## config.mk

```make
export PLATFORM = sky130hd
export DESIGN_NAME = ilu_norm
export DESIGN_NICKNAME = d
export VERILOG_FILES = /design/src/design/ilu_pkg.sv /design/src/design/ilu_norm.sv
export SDC_FILE = /design/constraint.sdc
export NUM_CORES = 2
export LEC_CHECK = 0
export ABC_AREA = 1
export BUFFER_PORTS_ARGS = -buffer_cell sky130_fd_sc_hd__buf_2
export CORE_ASPECT_RATIO = 0.5
export CORE_MARGIN = 1
export CORE_UTILIZATION = 60
export CTS_CLUSTER_DIAMETER = 50
export DETAILED_ROUTE_END_ITERATION = 10
export HOLD_SLACK_MARGIN = 0.03
export PLACE_DENSITY_LB_ADDON = 0.1
export SETUP_SLACK_MARGIN = 0.4
export SLEW_MARGIN = 5
export SYNTH_ARGS = -nofsm -noshare
export SYNTH_HDL_FRONTEND = slang
export SYNTH_SLANG_ARGS = --single-unit
```

## constraint.sdc

```tcl
create_clock -name i_clk -period 19.26 [get_ports i_clk]
set_clock_uncertainty 0.1 [all_clocks]
set_input_delay 3.852 -clock i_clk [delete_from_list [all_inputs] [get_ports i_clk]]
set_output_delay 3.852 -clock i_clk [all_outputs]
set_load 0.005 [all_outputs]
```

## src/design/ilu_pkg.sv

```systemverilog
`timescale 1ns / 1ps
package ilu_pkg;
    localparam int ITERATIONS = 8;
    localparam int QFRAC = 28;
    localparam int NORM_SHIFT = 4;
    localparam int CFG_IDX_W = 3;
    localparam int CELL_STAGES = 6;

    typedef enum logic [CFG_IDX_W-1:0] {
        REG_INV_FOCAL_X = 3'd0,
        REG_INV_FOCAL_Y = 3'd1,
        REG_PRINCIPAL_X = 3'd2,
        REG_PRINCIPAL_Y = 3'd3,
        REG_RADIAL_K1   = 3'd4,
        REG_RADIAL_K2   = 3'd5,
        REG_TANG_P1     = 3'd6,
        REG_TANG_P2     = 3'd7
    } t_cfg_idx;

    typedef struct packed {
        logic [15:0] pixel_x;
        logic [15:0] pixel_y;
    } t_in_item;

    typedef struct packed {
        logic signed [31:0] norm_x;
        logic signed [31:0] norm_y;
        logic               saturated;
    } t_out_item;

    typedef struct packed {
        logic signed [31:0] k1;
        logic signed [31:0] k2;
        logic signed [31:0] p1;
        logic signed [31:0] p2;
    } t_coef;

    // value flowing between cells
    typedef struct packed {
        logic               valid;
        logic signed [31:0] mx;
        logic signed [31:0] my;
        logic signed [31:0] ux;
        logic signed [31:0] uy;
        logic               sat;
    } t_link;

    typedef struct packed {
        logic               sat;
        logic signed [31:0] v;
    } t_sat32;

    function automatic t_sat32 clamp32(input logic signed [65:0] v);
        t_sat32 r;
        if (v > 66'sd2147483647) begin
            r.sat = 1'b1;
            r.v = 32'sh7fffffff;
        end else if (v < -66'sd2147483648) begin
            r.sat = 1'b1;
            r.v = 32'sh80000000;
        end else begin
            r.sat = 1'b0;
            r.v = v[31:0];
        end
        return r;
    endfunction

    function automatic t_sat32 qmul(input logic signed [31:0] a, input logic signed [31:0] b);
        logic signed [63:0] p;
        logic signed [65:0] s;
        p = a * b;
        s = (66'(p) + 66'sd134217728) >>> QFRAC;
        return clamp32(s);
    endfunction
endpackage

```

## src/design/ilu_norm.sv

```systemverilog
`timescale 1ns / 1ps
module ilu_norm (
    input  logic              i_clk,
    input  logic              i_rst_n,
    input  logic              i_en,
    input  logic              i_valid,
    input  ilu_pkg::t_in_item i_item,
    input  logic [31:0]       i_inv_fx,
    input  logic [31:0]       i_inv_fy,
    input  logic [15:0]       i_cx,
    input  logic [15:0]       i_cy,
    output ilu_pkg::t_link    o_link
);
    import ilu_pkg::*;

    logic r_v1;
    logic signed [49:0] r_px, r_py;
    t_link r_out;
    logic signed [16:0] n_dx, n_dy;
    t_sat32 n_nx, n_ny;

    always_comb begin
        n_dx = $signed({1'b0, i_item.pixel_x}) - $signed({1'b0, i_cx});
        n_dy = $signed({1'b0, i_item.pixel_y}) - $signed({1'b0, i_cy});
        n_nx = clamp32(66'((r_px + 50'sd8) >>> NORM_SHIFT));
        n_ny = clamp32(66'((r_py + 50'sd8) >>> NORM_SHIFT));
    end

    always_ff @(posedge i_clk) begin
        if (!i_rst_n) begin
            r_v1 <= 1'b0;
            r_out.valid <= 1'b0;
        end else if (i_en) begin
            r_v1 <= i_valid;
            r_out.valid <= r_v1;
        end

        if (i_en) begin
            r_px <= n_dx * $signed({1'b0, i_inv_fx});
            r_py <= n_dy * $signed({1'b0, i_inv_fy});
            r_out.mx <= n_nx.v;
            r_out.my <= n_ny.v;
            r_out.ux <= n_nx.v;
            r_out.uy <= n_ny.v;
            r_out.sat <= n_nx.sat | n_ny.sat;
        end
    end

    assign o_link = r_out;
endmodule

```

==> insert_results.sql <==
INSERT INTO impl_metrics (metric_group, metric, value, unit) VALUES
('sta', 'tightestPinTransition', '1390', 'ps'),
('floorplan', 'floorplan.die.height', '200', 'µm'),
('cts', 'clock_path_buffers', '2', ''),
('floorplan', 'dieWidth', '398', 'µm'),
('final_layout', 'postLayoutCoreUtil', '63.5', '%'),
('sta', 'setup_total_negative_slack', '0', 'ps'),
('setup_path', 'timing.critical_path.from_type', 'input port', ''),
('synth', 'syn_inst', '6072', ''),
('sta', 'achievable-frequency', '77.5', 'MHz'),
('setup_path', 'worst-path-max-fanout', '29', ''),
('drt', 'detail_route.first_pass.iterations', '8', ''),
('setup_path', 'critical-path-top-cell-by-count', 'inv_1', ''),
('drt', 'route.detailed.vias_per_inst', '5.63', ''),
('final_layout', 'nFillCells', '6882', ''),
('floorplan', 'placeableCoreArea', '77500', 'µm²'),
('cts', 'clkLatencyLatePin', '480', 'ps'),
('synth', 'synthTopCellsByCount', 'inv_1 (1492), nand2_1 (1305), fa_1 (900), nor2_1 (709), ha_1 (348)', ''),
('run_status', 'outcome', 'finished clean', ''),
('drt', 'avgRoutedWirePerCell', '20.8', 'µm'),
('synth', 'synth.yosys.warnings', '0', ''),
('placed_design', 'post-dp-hpwl', '124000', 'µm'),
('setup_path', 'setup.worst_path.class', 'in -> reg', ''),
('synth', 'syn_area_per_cell', '7.76', 'µm²'),
('setup_path', 'worst_path_largest_cell_delay', '1090', 'ps'),
('sta', 'relSlewSlack', '6.92', '%'),
('synth', 'dominant_combinational_cell_family_by_area_after_synthesis', 'adder cells', ''),
('sta', 'final-max-slew-violation-count', '0', ''),
('flow_run', 'timing.max_cap.violations', '0', ''),
('final_layout', 'number_of_nets_in_the_layout', '7504', ''),
('synth', 'synth.net_count', '7452', ''),
('cts', 'cts-buffers-inserted', '17', ''),
('global_route', 'number_of_global_route_vias_before_repair', '41800', ''),
('global_route', 'antenna_found_initial', '3', ''),
('drt', 'drt_wl_total', '149000', 'µm'),
('synth', 'post-synth-top-count-cell', 'inv_1', ''),
('sta', 'timing.final.crit_period', '12900', 'ps'),
('global_route', 'grt_pass1_wl', '233000', 'µm'),
('floorplan', 'rows', '72', ''),
('cts', 'tritoncts_num_sinks', '161', ''),
('setup_path', 'worst_r2r_path_depth', '15', ''),
('synth', 'ys_seq_area_share', '10.2', '%'),
('synth', 'synth-edff-count', '159', ''),
('cts', 'cts_setup_buffers', '0', ''),
('drt', 'ant_nets', '0', ''),
('synth', 'yosys_most_used_dff', 'edfxtp_1', ''),
('synth', 'post_synth_fa_ha_maj_area_fraction', '47.5', '%'),
('drt', 'remaining_drcs', '0', ''),
('synth', 'synth_cell_type_count', '47', ''),
('setup_path', 'crit_slowest_cell', 'inv_1', ''),
('synth', 'yosys.area_share.xor_xnor', '2.36', '%'),
('final_layout', 'final_layout_size_suffix_gt1_share', '6.29', '%'),
('min_path', 'holdPathStages', '2', ''),
('floorplan', 'start_util', '60.8', '%'),
('setup_path', 'worst_ep_arrival_time', '13040', 'ps'),
('min_path', 'hold_path_class', 'reg -> reg', ''),
('floorplan', 'die_area', '79700', 'µm²'),
('final_layout', 'syn_to_final_growth', '4.40', '%'),
('synth', 'yosys.area_share.simple', '21.3', '%'),
('placed_design', 'placement.cell_area', '48600', 'µm²'),
('floorplan', 'top_level_ports', '262', ''),
('sta', 'hold_violations', '0', ''),
('setup_path', 'cp-end-kind', 'flop', ''),
('cts', 'tritoncts_clock_tree', 'yes', ''),
('synth', 'synth_mux_area_share', '0', '%'),
('synth', 'synth_top_cell_by_area', 'fa_1', ''),
('synth', 'synth_compound_area_share', '3.91', '%'),
('cts', 'clock_tree.htree_level_count', '4', ''),
('drt', 'route.vias.total', '40400', ''),
('cts', 'clk_pin_slew', '70', 'ps'),
('global_route', 'grtUsageTotal', '38.1', '%'),
('drt', 'detail_route.iter0.violations', '3960', '');
[path summary, 6_finish.rpt]
check / start / end / slack (ps)
setup / recovery: i_cy[2] / r_py[49] / 6360
hold / removal: r_v1 / o_link[129] / 400
setup reg to reg: r_px[20] / o_link[0] / 15990
hold reg to reg: r_v1 / o_link[129] / 400
[kinds of logic after synthesis]
| group | count (synthesis) |
|---|---|
| AO/OA/AOI/OAI | 331 |
| flip-flops | 161 |
| AND/OR/NAND/NOR | 2451 |
| XOR/XNOR | 127 |
| adder cells (fa/ha/maj) | 1248 |
| buffers and inverters | 1754 |
[cell type report]
class | count | area [µm²] | share of cell area, %
inverters | 1502 | 5640 | 11.5
repair buffers | 285 | 1490 | 3.04
clock buffers | 18 | 429 | 0.873
clock inverters | 14 | 143 | 0.290
well taps | 1036 | 1300 | 2.64
flip-flops and latches | 161 | 4810 | 9.79
multi-input cells | 4157 | 35400 | 71.9
diodes | 2 | 5.00 | 0.0102
[critical path: cells and delay by family]
| kind | cells | cell delay (ps) |
|---|---|---|
| AO/OA/AOI/OAI | 5 | 2050 |
| AND/OR/NAND/NOR | 13 | 1840 |
| adder cells (fa/ha/maj) | 8 | 3720 |
| buffers and inverters | 9 | 1540 |
[registers in the layout, summed over array words and instances, names as in the netlist]
| register | flops |
|---|---|
| o_link | 66 |
| r_px | 47 |
| r_py | 47 |
| r_v1 | 1 |
[layer usage]
layer	up-vias	GRT usage, %	wire length, µm
met1	19600	49.3	57500
li1	18000	-	-
met4	2	17.7	7970
met3	462	9.60	16200
met5	-	0	13
met2	2377	60.5	67500
[placed cells by master, fill, tap and decap left out, types with 12 or more instances in the layout]
master,n
ha_1,348
a21oi_1,152
clkbuf_16,17
a31oi_1,27
inv_1,1492
xor2_1,75
xnor2_1,52
nor4_1,15
buf_4,24
nor3_1,14
nor2_1,709
buf_2,260
nand4_1,47
nand3_1,281
or2_2,23
a21o_1,12
o21ai_0,95
nand2_1,1305
fa_1,900
edfxtp_1,159
[metrics by stage]
stage          worst slack (ps)  hold WS (ps)
5_1_grt                    5920           429
2_1_floorplan              8630           348
4_1_cts                    6530           396
6_report                   6360           403
3_5_place_dp               6010           388
3_3_place_gp               6080           357
Power is left out: the tool's default activity adds up to more than one toggle a clock period on the data nets, which glitch-free logic cannot reach.
